===== config.mk =====
export PLATFORM = sky130hd
export DESIGN_NAME = sorted_priority_queue
export DESIGN_NICKNAME = d
export VERILOG_FILES = /design/src/design/spq_pkg.sv /design/src/design/spq_mem.sv /design/src/design/spq_ctrl.sv /design/src/design/sorted_priority_queue.sv
export SDC_FILE = /design/constraint.sdc
export NUM_CORES = 2
export LEC_CHECK = 0
export BUFFER_PORTS_ARGS = -buffer_cell sky130_fd_sc_hd__buf_2
export CAP_MARGIN = 20
export CORE_MARGIN = 3
export CORE_UTILIZATION = 55
export DETAILED_ROUTE_END_ITERATION = 10
export PLACE_DENSITY = 0.8
export SYNTH_ARGS = -nofsm -noshare
export SYNTH_HDL_FRONTEND = slang
export SYNTH_SLANG_ARGS = --single-unit

===== constraint.sdc =====
create_clock -name i_clk -period 11 [get_ports i_clk]
set_input_delay 1.1 -clock i_clk [delete_from_list [all_inputs] [get_ports i_clk]]
set_output_delay 1.1 -clock i_clk [all_outputs]
set_load 0.02 [all_outputs]

===== src/design/spq_pkg.sv =====
// ----------------------------------------------------------------------------
// spq_pkg
// Types and codes shared by the sorted priority queue modules.
// ----------------------------------------------------------------------------
`timescale 1ns / 1ps
`default_nettype none

package spq_pkg;

    // command codes
    typedef enum logic [2:0] {
        ACT_INSERT  = 3'd0,
        ACT_RM_HIGH = 3'd1,
        ACT_RM_LOW  = 3'd2,
        ACT_FIND    = 3'd3,
        ACT_DELETE  = 3'd4
    } t_action;

    // status codes
    localparam logic [2:0] ST_OK        = 3'd0;
    localparam logic [2:0] ST_EMPTY     = 3'd1;
    localparam logic [2:0] ST_NOT_FOUND = 3'd2;
    localparam logic [2:0] ST_FULL      = 3'd3;
    localparam logic [2:0] ST_NO_NAME   = 3'd4;

    // controller states
    typedef enum logic [2:0] {
        S_IDLE,
        S_RD,
        S_EX,
        S_PUT,
        S_FIN
    } t_state;

    // one stored entry
    typedef struct packed {
        logic signed [31:0] pri;
        logic [63:0]        name;
    } t_entry;

    // command transaction
    typedef struct packed {
        logic [2:0]         action;
        logic signed [31:0] entry_priority;
        logic [63:0]        key_name;
    } t_in;

    // result transaction
    typedef struct packed {
        logic [2:0]         status;
        logic signed [31:0] out_priority;
        logic [63:0]        out_name;
        logic [4:0]         entry_count;
    } t_out;

endpackage

`default_nettype wire


===== src/design/spq_mem.sv =====
// ----------------------------------------------------------------------------
// spq_mem
// Entry store: one write port, one read port with registered read data.
// ----------------------------------------------------------------------------
`timescale 1ns / 1ps
`default_nettype none

module spq_mem #(
    parameter int DEPTH = 16
) (
    input  wire logic                     i_clk,
    input  wire logic [$clog2(DEPTH)-1:0] i_raddr,
    output spq_pkg::t_entry               o_rdata,
    input  wire logic                     i_we,
    input  wire logic [$clog2(DEPTH)-1:0] i_waddr,
    input  wire spq_pkg::t_entry          i_wdata
);

    spq_pkg::t_entry r_mem [DEPTH];
    spq_pkg::t_entry r_rdata;

    // write port
    always_ff @(posedge i_clk) begin
        if (i_we) begin
            r_mem[i_waddr] <= i_wdata;
        end
    end

    // read port
    always_ff @(posedge i_clk) begin
        r_rdata <= r_mem[i_raddr];
    end

    assign o_rdata = r_rdata;

endmodule

`default_nettype wire


===== src/design/spq_ctrl.sv =====
// ----------------------------------------------------------------------------
// spq_ctrl
// Command sequencer: walks the entry store one slot per read/execute pair.
// ----------------------------------------------------------------------------
`timescale 1ns / 1ps
`default_nettype none

module spq_ctrl #(
    parameter int DEPTH      = 16,
    parameter int NAME_BYTES = 8
) (
    input  wire logic                     i_clk,
    input  wire logic                     i_rst_n,
    input  wire logic                     i_cmd_valid,
    output logic                          o_cmd_ready,
    input  wire spq_pkg::t_in             i_cmd,
    output logic                          o_res_valid,
    input  wire logic                     i_res_ready,
    output spq_pkg::t_out                 o_res,
    output logic [$clog2(DEPTH)-1:0]      o_raddr,
    input  wire spq_pkg::t_entry          i_rdata,
    output logic                          o_we,
    output logic [$clog2(DEPTH)-1:0]      o_waddr,
    output spq_pkg::t_entry               o_wdata
);

    localparam int AW = $clog2(DEPTH);
    localparam int CW = $clog2(DEPTH + 1);
    localparam logic [63:0] NMASK = (NAME_BYTES >= 8) ? {64{1'b1}} :
        ((64'd1 << (8 * NAME_BYTES)) - 64'd1);

    spq_pkg::t_state    r_state, n_state;
    spq_pkg::t_action   r_op, n_op;
    logic signed [31:0] r_pri, n_pri;
    logic [63:0]        r_name, n_name;
    logic [AW-1:0]      r_idx, n_idx;
    logic [CW-1:0]      r_wr, n_wr;
    logic [CW-1:0]      r_cnt, n_cnt;
    logic               r_hit, n_hit;
    logic [2:0]         r_status, n_status;
    logic signed [31:0] r_res_pri, n_res_pri;
    logic [63:0]        r_res_name, n_res_name;

    logic [63:0]        w_key;
    logic               w_nm_zero;
    logic               w_full;
    logic               w_empty;
    logic [CW-1:0]      w_cnt_m1;
    logic               w_last;
    logic               w_ge;
    logic               w_match;
    logic               w_skip;
    logic               w_accept;
    logic [CW+4:0]      w_cnt_ext;

    // shared decode
    assign w_key     = i_cmd.key_name & NMASK;
    assign w_nm_zero = (w_key == 64'd0);
    assign w_full    = (r_cnt == CW'(DEPTH));
    assign w_empty   = (r_cnt == CW'(0));
    assign w_cnt_m1  = r_cnt - CW'(1);
    assign w_last    = (r_idx == w_cnt_m1[AW-1:0]);
    assign w_ge      = (i_rdata.pri >= r_pri);
    assign w_match   = (i_rdata.name == r_name);
    assign w_skip    = (r_op == spq_pkg::ACT_RM_HIGH) ? (r_idx == AW'(0)) : w_match;
    assign w_accept  = i_cmd_valid && o_cmd_ready;

    // next state
    always_comb begin
        n_state = r_state;
        case (r_state)
            spq_pkg::S_IDLE: begin
                if (i_cmd_valid) begin
                    case (i_cmd.action)
                        spq_pkg::ACT_INSERT: begin
                            if (w_nm_zero || w_full) begin
                                n_state = spq_pkg::S_FIN;
                            end else if (w_empty) begin
                                n_state = spq_pkg::S_PUT;
                            end else begin
                                n_state = spq_pkg::S_RD;
                            end
                        end
                        spq_pkg::ACT_RM_HIGH, spq_pkg::ACT_RM_LOW: begin
                            n_state = w_empty ? spq_pkg::S_FIN : spq_pkg::S_RD;
                        end
                        spq_pkg::ACT_FIND, spq_pkg::ACT_DELETE: begin
                            n_state = (w_nm_zero || w_empty) ? spq_pkg::S_FIN
                                                             : spq_pkg::S_RD;
                        end
                        default: n_state = spq_pkg::S_FIN;
                    endcase
                end
            end
            spq_pkg::S_RD: n_state = spq_pkg::S_EX;
            spq_pkg::S_EX: begin
                case (r_op)
                    spq_pkg::ACT_INSERT: begin
                        if (w_ge || r_idx == AW'(0)) begin
                            n_state = spq_pkg::S_PUT;
                        end else begin
                            n_state = spq_pkg::S_RD;
                        end
                    end
                    spq_pkg::ACT_RM_LOW: n_state = spq_pkg::S_FIN;
                    spq_pkg::ACT_FIND: begin
                        n_state = (w_match || w_last) ? spq_pkg::S_FIN : spq_pkg::S_RD;
                    end
                    default: n_state = w_last ? spq_pkg::S_FIN : spq_pkg::S_RD;
                endcase
            end
            spq_pkg::S_PUT: n_state = spq_pkg::S_FIN;
            spq_pkg::S_FIN: begin
                if (i_res_ready) begin
                    n_state = spq_pkg::S_IDLE;
                end
            end
            default: n_state = spq_pkg::S_IDLE;
        endcase
    end

    // datapath and memory control
    always_comb begin
        n_op       = r_op;
        n_pri      = r_pri;
        n_name     = r_name;
        n_idx      = r_idx;
        n_wr       = r_wr;
        n_cnt      = r_cnt;
        n_hit      = r_hit;
        n_status   = r_status;
        n_res_pri  = r_res_pri;
        n_res_name = r_res_name;
        o_cmd_ready = (r_state == spq_pkg::S_IDLE);
        o_res_valid = (r_state == spq_pkg::S_FIN);
        o_raddr    = r_idx;
        o_we       = 1'b0;
        o_waddr    = r_idx;
        o_wdata    = i_rdata;
        case (r_state)
            spq_pkg::S_IDLE: begin
                if (w_accept) begin
                    n_op       = spq_pkg::t_action'(i_cmd.action);
                    n_pri      = i_cmd.entry_priority;
                    n_name     = w_key;
                    n_idx      = AW'(0);
                    n_wr       = CW'(0);
                    n_hit      = 1'b0;
                    n_status   = spq_pkg::ST_OK;
                    n_res_pri  = 32'sd0;
                    n_res_name = 64'd0;
                    case (i_cmd.action)
                        spq_pkg::ACT_INSERT: begin
                            if (w_nm_zero) begin
                                n_status = spq_pkg::ST_NO_NAME;
                            end else if (w_full) begin
                                n_status = spq_pkg::ST_FULL;
                            end else begin
                                n_idx = w_cnt_m1[AW-1:0];
                            end
                        end
                        spq_pkg::ACT_RM_HIGH, spq_pkg::ACT_RM_LOW: begin
                            if (w_empty) begin
                                n_status = spq_pkg::ST_EMPTY;
                            end else if (i_cmd.action == spq_pkg::ACT_RM_LOW) begin
                                n_idx = w_cnt_m1[AW-1:0];
                            end
                        end
                        spq_pkg::ACT_FIND, spq_pkg::ACT_DELETE: begin
                            if (w_nm_zero) begin
                                n_status = spq_pkg::ST_NO_NAME;
                            end else if (w_empty) begin
                                n_status = spq_pkg::ST_EMPTY;
                            end
                        end
                        default: n_status = spq_pkg::ST_OK;
                    endcase
                end
            end
            spq_pkg::S_EX: begin
                case (r_op)
                    // walk down from the tail, shifting smaller entries up
                    spq_pkg::ACT_INSERT: begin
                        if (w_ge) begin
                            n_wr = CW'(r_idx) + CW'(1);
                        end else begin
                            o_we    = 1'b1;
                            o_waddr = r_idx + AW'(1);
                            if (r_idx == AW'(0)) begin
                                n_wr = CW'(0);
                            end else begin
                                n_idx = r_idx - AW'(1);
                            end
                        end
                    end
                    spq_pkg::ACT_RM_LOW: begin
                        n_res_pri  = i_rdata.pri;
                        n_res_name = i_rdata.name;
                        n_cnt      = w_cnt_m1;
                    end
                    spq_pkg::ACT_FIND: begin
                        if (w_match) begin
                            n_res_pri  = i_rdata.pri;
                            n_res_name = i_rdata.name;
                        end else if (w_last) begin
                            n_status = spq_pkg::ST_NOT_FOUND;
                        end else begin
                            n_idx = r_idx + AW'(1);
                        end
                    end
                    // compaction pass: skipped entries drop out
                    default: begin
                        if (w_skip) begin
                            if (!r_hit) begin
                                n_res_pri  = i_rdata.pri;
                                n_res_name = i_rdata.name;
                            end
                            n_hit = 1'b1;
                        end else begin
                            o_we    = 1'b1;
                            o_waddr = r_wr[AW-1:0];
                            n_wr    = r_wr + CW'(1);
                        end
                        if (w_last) begin
                            n_cnt    = w_skip ? r_wr : r_wr + CW'(1);
                            n_status = (r_hit || w_skip) ? spq_pkg::ST_OK
                                                         : spq_pkg::ST_NOT_FOUND;
                        end else begin
                            n_idx = r_idx + AW'(1);
                        end
                    end
                endcase
            end
            spq_pkg::S_PUT: begin
                o_we         = 1'b1;
                o_waddr      = r_wr[AW-1:0];
                o_wdata.pri  = r_pri;
                o_wdata.name = r_name;
                n_cnt        = r_cnt + CW'(1);
            end
            default: begin
                n_cnt = r_cnt;
            end
        endcase
    end

    // control registers
    always_ff @(posedge i_clk) begin
        if (!i_rst_n) begin
            r_state <= spq_pkg::S_IDLE;
            r_cnt   <= '0;
        end else begin
            r_state <= n_state;
            r_cnt   <= n_cnt;
        end
    end

    // working registers
    always_ff @(posedge i_clk) begin
        r_op       <= n_op;
        r_pri      <= n_pri;
        r_name     <= n_name;
        r_idx      <= n_idx;
        r_wr       <= n_wr;
        r_hit      <= n_hit;
        r_status   <= n_status;
        r_res_pri  <= n_res_pri;
        r_res_name <= n_res_name;
    end

    // result fields
    assign w_cnt_ext          = (CW + 5)'(r_cnt);
    assign o_res.status       = r_status;
    assign o_res.out_priority = r_res_pri;
    assign o_res.out_name     = r_res_name;
    assign o_res.entry_count  = w_cnt_ext[4:0];

endmodule

`default_nettype wire


===== src/design/sorted_priority_queue.sv =====
// Sorted priority queue: holds up to DEPTH entries (signed priority and name)
// in one memory sorted from highest to lowest priority, and runs one command
// at a time. Every slot visit is a memory read followed by an execute state,
// so a command is taken in the idle state, walks its slots one at a time
// through the single read port of the entry store, does an insert's write in
// the put state, and ends in the result state. The result shows on the
// outputs in the cycle after it leaves the result state. The next command is
// taken while a result still waits in the output register. No clearing pass
// after reset.
`timescale 1ns / 1ps
`default_nettype none

module sorted_priority_queue #(
    parameter int DEPTH      = 16,
    parameter int NAME_BYTES = 8
) (
    input  wire logic         i_clk,
    input  wire logic         i_rst_n,
    input  wire logic         i_in_valid,
    output logic              o_in_ready,
    input  wire spq_pkg::t_in i_in_data,
    output logic              o_out_valid,
    input  wire logic         i_out_ready,
    output spq_pkg::t_out     o_out_data
);

    localparam int AW = $clog2(DEPTH);

    logic            w_res_valid;
    logic            w_res_ready;
    spq_pkg::t_out   w_res;
    logic [AW-1:0]   w_raddr;
    logic [AW-1:0]   w_waddr;
    logic            w_we;
    spq_pkg::t_entry w_rdata;
    spq_pkg::t_entry w_wdata;
    logic            r_out_valid;
    spq_pkg::t_out   r_out_data;

    spq_ctrl #(
        .DEPTH      (DEPTH),
        .NAME_BYTES (NAME_BYTES)
    ) u_ctrl (
        .i_clk       (i_clk),
        .i_rst_n     (i_rst_n),
        .i_cmd_valid (i_in_valid),
        .o_cmd_ready (o_in_ready),
        .i_cmd       (i_in_data),
        .o_res_valid (w_res_valid),
        .i_res_ready (w_res_ready),
        .o_res       (w_res),
        .o_raddr     (w_raddr),
        .i_rdata     (w_rdata),
        .o_we        (w_we),
        .o_waddr     (w_waddr),
        .o_wdata     (w_wdata)
    );

    spq_mem #(
        .DEPTH (DEPTH)
    ) u_mem (
        .i_clk   (i_clk),
        .i_raddr (w_raddr),
        .o_rdata (w_rdata),
        .i_we    (w_we),
        .i_waddr (w_waddr),
        .i_wdata (w_wdata)
    );

    // output register
    assign w_res_ready = !r_out_valid || i_out_ready;

    always_ff @(posedge i_clk) begin
        if (!i_rst_n) begin
            r_out_valid <= 1'b0;
        end else if (w_res_ready) begin
            r_out_valid <= w_res_valid;
        end
    end

    always_ff @(posedge i_clk) begin
        if (w_res_ready && w_res_valid) begin
            r_out_data <= w_res;
        end
    end

    assign o_out_valid = r_out_valid;
    assign o_out_data  = r_out_data;

endmodule

`default_nettype wire


== Word level (Yosys, flattened, before mapping) ==
Memory sizes are Yosys's and may differ from the RTL's. A register that Yosys moved wholly into a read port is not among the register bits.
Cells that the tools add are included.

* Bits in registers: 321
* Bits in writable memories: 1536
* Bits of input ports: 103
* Output and inout port bits: 106
* Logic and storage cells: 161
* Memories: 1

{| class="wikitable"
|+ Memories
! memory !! depth !! bits a word !! read ports !! clocked after memory_dff !! write ports !! RTL line !! text
|-
| u_mem.r_mem || 16 || 96 || 1 || 1 || 1 || spq_mem.sv:19 || <nowiki>spq_pkg::t_entry r_mem [DEPTH];</nowiki>
|}

* Add/sub/neg operators: 6
* Order comparisons: 1
* Equality and inequality tests: 33
* Muxes and demuxes: 73
* Reductions and logical operators: 31

{| class="wikitable"
|+ Operators by type and width
! cell !! number
|-
| 64-bit two-way mux || 4
|-
| 64-bit case mux with 3 select lines || 1
|-
| 32-bit two-way mux || 4
|-
| 64-bit case mux with 2 select lines || 1
|-
| 96-bit two-way mux || 1
|-
| 32-bit case mux with 3 select lines || 1
|-
| 64-bit equality test || 1
|-
| 64-bit zero test || 1
|-
| 32-bit case mux with 2 select lines || 1
|-
| 4-bit two-way mux || 11
|-
| 5-bit case mux with 2 select lines || 4
|-
| 3-bit two-way mux || 13
|-
| 32-bit >= comparator || 1
|-
| 4-bit case mux with 2 select lines || 4
|-
| 3-bit case mux with 3 select lines || 3
|-
| 5-bit two-way mux || 5
|-
| 3-bit by 2-bit equality test with 1-bit output, second input constant || 6
|-
| 2-bit != test, second input constant || 8
|-
| 3-bit case mux with 5 select lines || 1
|-
| 3-bit case mux with 2 select lines || 2
|-
| 4-bit case mux with 3 select lines || 1
|-
| 6-bit AND reduction || 2
|-
| 5-bit by 1-bit adder with 5-bit output, second input constant || 2
|-
| 2-bit OR reduction || 5
|-
| other kinds (30) || 61
|}

== Logic depth before layout (Yosys ltp) ==
* Depth in word-level cells: 7
* Mapped depth: 15
* Depth with buffers taken out: 15

== Cells and area by module ==
Synthesis repeated with hierarchy kept, for this count alone.

* Cell total of the unflattened synthesis: 3635
* Area, all modules: 73864.6 µm²

{| class="wikitable"
|+ Modules (own cells, without submodules)
! module !! times used !! cells each !! area each (µm²) !! sequential area each (µm²)
|-
| spq_mem || 1 || 2460 || 59355.7 || 48046.1
|-
| spq_ctrl || 1 || 1066 || 11328.4 || 6406.1
|-
| sorted_priority_queue || 1 || 109 || 3180.6 || 3143.0
|}

== Least setup slack after synthesis ==
OpenSTA, ideal clock, no wires.

* Path type: register -> register
* From: register u_ctrl.r_pri[31]
* To: memory u_mem.r_mem[0][0] in the netlist's numbering, enable pin
* Library setup time: 552 ps
* Arrival time: 7424 ps
* Required time: 10448 ps
* Path slack: 3024 ps
* Stages on the path, launching flop included: 16
* Path buffers: 0
* Clock period less this slack: 7976 ps
* Path through: edfxtp_1 inv_1 ha_1 nand4_4 nor4_4 nand2_2 a31oi_2 nor3_1 nor2_1 ha_1 a221o_1 a21oi_1 o21ai_0 a31o_2 or4_4 nor2_1

* Longest elaborated chain between the ends: 6
* Elaborated cells between the ends (all ways): 9
* Those cells by class: 1 x order compare; 8 x mux

{| class="wikitable"
|+ Ends and longest elaborated chain
! what !! RTL line !! text
|-
| start, declared || spq_ctrl.sv:34 || <nowiki>logic signed [31:0] r_pri, n_pri;</nowiki>
|-
| start signal, assigned || spq_ctrl.sv:261 || <nowiki>r_pri <= n_pri;</nowiki>
|-
| 32-bit >= comparator (*) || spq_ctrl.sv:63 || <nowiki>assign w_ge = (i_rdata.pri >= r_pri);</nowiki>
|-
| 1-bit two-way mux || spq_ctrl.sv:184 || <nowiki>if (w_ge) begin</nowiki>
|-
| 1-bit case mux with 2 select lines || spq_ctrl.sv:181 || <nowiki>case (r_op)</nowiki>
|-
| 1-bit case mux with 2 select lines || spq_ctrl.sv:140 || <nowiki>case (r_state)</nowiki>
|-
| 1-bit two-way mux || spq_mem.sv:24 || <nowiki>if (i_we) begin</nowiki>
|-
| 1-bit two-way mux (not written as such) || spq_mem.sv:25 || <nowiki>r_mem[i_waddr] <= i_wdata;</nowiki>
|-
| end, declared || spq_mem.sv:19 ||
|}

Mark *: on every way between the ends. The rest lies on a longest branch, timed or not.

== Worst setup path after layout ==
* From: register u_ctrl.r_pri[5]
* To: memory u_mem.r_mem[0][48] in the netlist's numbering, enable pin

The elaborated chain is that of the path after synthesis.

==> flow_summary.ini <==
[status]
status = completed

[sta]
finalHoldViolCount = 0
worstMarginPinSlew_ns = 1.21
fin_setup_tns_ns = 0
fin_crit_sh_pct = 62.4
slew_headroom_pct = 19.4
finClkSkew_ns = 0.0369
period_needed_ns = 6.87
finalSetupViolCount = 0
setup_slack_ns = 4.13
fmax_ghz = 0.146
rsz0062_at_grt = false
drv_slew = 0

[cts]
cts_tree = built
cts_num_sinks = 1953
clk_pin_slew_worst_paths_ns = 0.06
clockBufferDepth = 3
holdBufCountCts = 0
clockRootBuffer = clkbuf_16
cts-htree-levels = 4
cts_inserted_buffers = 181
clock_latency_ns = 0.81
post_cts_buffers = 0
cts-resized-gates = 0

[placement]
place_ws_ns = 4.42
gp_congestion = 0.851
place_hpwl_um = 97900
numPortBuffers = 208

[worst_setup_path]
crit_end = u_mem.r_mem[0][48]
end_kind = flop
rr_startpoint = u_ctrl.r_pri[5]
crit_path_start = u_ctrl.r_pri[5]
r2r_end = u_mem.r_mem[0][48]
arrival_ns = 7.29
rrSetupSlack_ns = 4.13
cp.required_ns = 11.42
crit_fanout = 53
criticalPathCategory = flop to flop
cp-start-kind = flop
ff2ff_path_depth = 17

[logic_synthesis]
yosysUniqueCellTypes = 74
yosys_warnings = 0
synth_area_per_cell_um2 = 22.4
synth.yosys.seq_area_share_pct = 77.8
synth_area_leader_cell = edfxtp_1
synth_common_cells = 1848 x edfxtp_1, 480 x mux4_2, 105 x dfxtp_1
post-synth-top-count-cell = edfxtp_1
syn-num-nets = 3449
syn-cell-area_mm2 = 0.0740
synth_ff_type = edfxtp_1
ys_async_sr_fraction_pct = 0
syn_inst = 3308
synth_top_area_share_pct = 75.0
synthTopCellsByArea = edfxtp_1 75%, mux4_2 15%, dfxtp_1 2.8%, mux2_2 1.0%, xnor2_1 0.90%
synth_edf_count = 1848
synth_seq_cells = 1953

[power_and_ir_drop]
p_total_w = 0.0161
p_leak_nw = 27.3
vdd_drop_max_uv = 170
power_density_mw_per_mm2 = 193

[drt]
totalWireLength_um = 187000
first_pass_iters = 5
wl_per_cell_um = 33.7
drc_errors = 0
vias = 37200
drt-initial-drc-count = 5423
detail-route-antenna-nets = 0
vias_per_cell = 6.69

[min_path]
hold_class = flop to flop

[job]
maxCapViolCount = 0

[global_routing]
grt_overflow = 0
track_usage_pct = 26.9
grt_pass1_vias = 38200
antenna_found_initial = 9
grt_pass1_wl_um = 270000
grt_max_degree = 105

[final_layout]
drive_above_1_share_pct = 30.6
areaGrowthSynthToFinish_pct = 13.1
register_area_mm2 = 0.0576
final.fill_count = 8232
multi_input_area_mm2 = 0.0158
fin_nets = 3780

[die]
initial_core_util_pct = 55.9
core.rowCount = 133
ios = 209
dieArea_mm2 = 0.139
die_h_um = 373
die_w_um = 373
coreArea_mm2 = 0.132
metrics by stage:
| step | util, % | cells | hold WS (ns) | area, um^2 |
|---|---|---|---|---|
| floorplan | - | 3308 | 0.400 | 74000 |
| global placement | 58.5 | 5196 | 0.401 | 77500 |
| detailed placement | 58.5 | 5198 | 0.405 | 77500 |
| CTS | 63.1 | 5541 | 0.417 | 83500 |
| global route | 63.2 | 5556 | 0.421 | 83700 |
| finish | 63.2 | 5557 | 0.414 | 83700 |
cell usage in the layout (no fill, tap or decap), drive strengths merged, types with 33 or more instances in the layout:
| cell type | n |
|---|---|
| clkinv | 71 |
| clkbuf | 255 |
| nor2 | 33 |
| buf | 304 |
| inv | 46 |
| mux4 | 480 |
| a21oi | 33 |
| xnor2 | 76 |
| dfxtp | 105 |
| ha | 38 |
| and3 | 101 |
| nand2 | 73 |
| o21ai | 62 |
| mux2 | 67 |
| edfxtp | 1848 |
worst max-delay path: stages, from the launching register on:
cell	delay [ns]
edfxtp_1	0.40
inv_1	0.12
ha_1	0.27
a21oi_1	0.14
o21ai_0	0.16
a221oi_1	0.72
a31oi_2	0.29
nor3_1	0.50
nor2_1	0.23
ha_1	0.33
a221o_1	0.30
a21oi_1	0.11
o21ai_0	0.08
a31o_2	0.32
or4_4	0.52
nor2_4	0.36
buf_4	0.65
buf_4	0.93
flip-flops by register name, indices dropped and copies added (netlist names):
name,cells
u_mem.r_mem,1536
o_out_data,104
u_mem.o_rdata,96
u_ctrl.r_name,64
u_ctrl.r_res_name,64
u_ctrl.r_pri,32
u_ctrl.r_res_pri,32
u_ctrl.r_cnt,5
u_ctrl.r_wr,5
u_ctrl.o_raddr,4
u_ctrl.r_op,3
u_ctrl.r_state,3
u_ctrl.r_status,3
o_out_valid,1
u_ctrl.r_hit,1
power breakdown:
part / leakage [nW] / switching, W / internal, W
combinational: 6.63 / 0.000767 / 0.000443
clock: 2.95 / 0.00276 / 0.00356
sequential: 17.7 / 0.000109 / 0.00848
cell families (layout without fill, tap and decap cells):
logic type / after synthesis / in the layout / share of synthesized area (%)
DFF: 1953 / 1953 / 77.8
muxes: 551 / 551 / 15.7
and+or+nand+nor: 338 / 338 / 2.59
buffers and inverters: 202 / 693 / 1.03
AOI/OAI and AO/OA: 147 / 147 / 1.27
xor gates and xnor gates: 79 / 79 / 0.935
adders and majority gates: 38 / 38 / 0.643
other: 0 / 3 / 0
per-layer routing:
metal	track usage (%)	vias up	part of all wire (%)	wire length, um
li1	-	14500	-	-
met1	35.9	19200	35	65800
met2	42.4	2998	49	91700
met3	6.68	497	11	21500
met4	12.4	4	4.4	8260
met5	0	-	0.016	30
cell type report:
type,instances,area share [%]
well taps,1755,2.62
multi-input cells,1153,18.8
inverters,45,0.203
clock inverters,89,1.12
clock buffers,254,6.09
repair buffers,305,2.28
diodes,3,0.00897
flip-flops and latches,1953,68.8
worst min path at each step:
stage | end | start | cells past startpoint
2_1_floorplan | o_out_data[100] | u_ctrl.r_res_pri[31] | 0
3_3_place_gp | o_out_data[31] | u_ctrl.r_res_name[26] | 0
3_5_place_dp | o_out_data[31] | u_ctrl.r_res_name[26] | 0
4_1_cts | o_out_data[41] | u_ctrl.r_res_name[36] | 0
5_1_grt | o_out_data[77] | u_ctrl.r_res_pri[8] | 0
6_report | o_out_data[79] | u_ctrl.r_res_pri[10] | 0
Power figures use the tool's default switching activity.
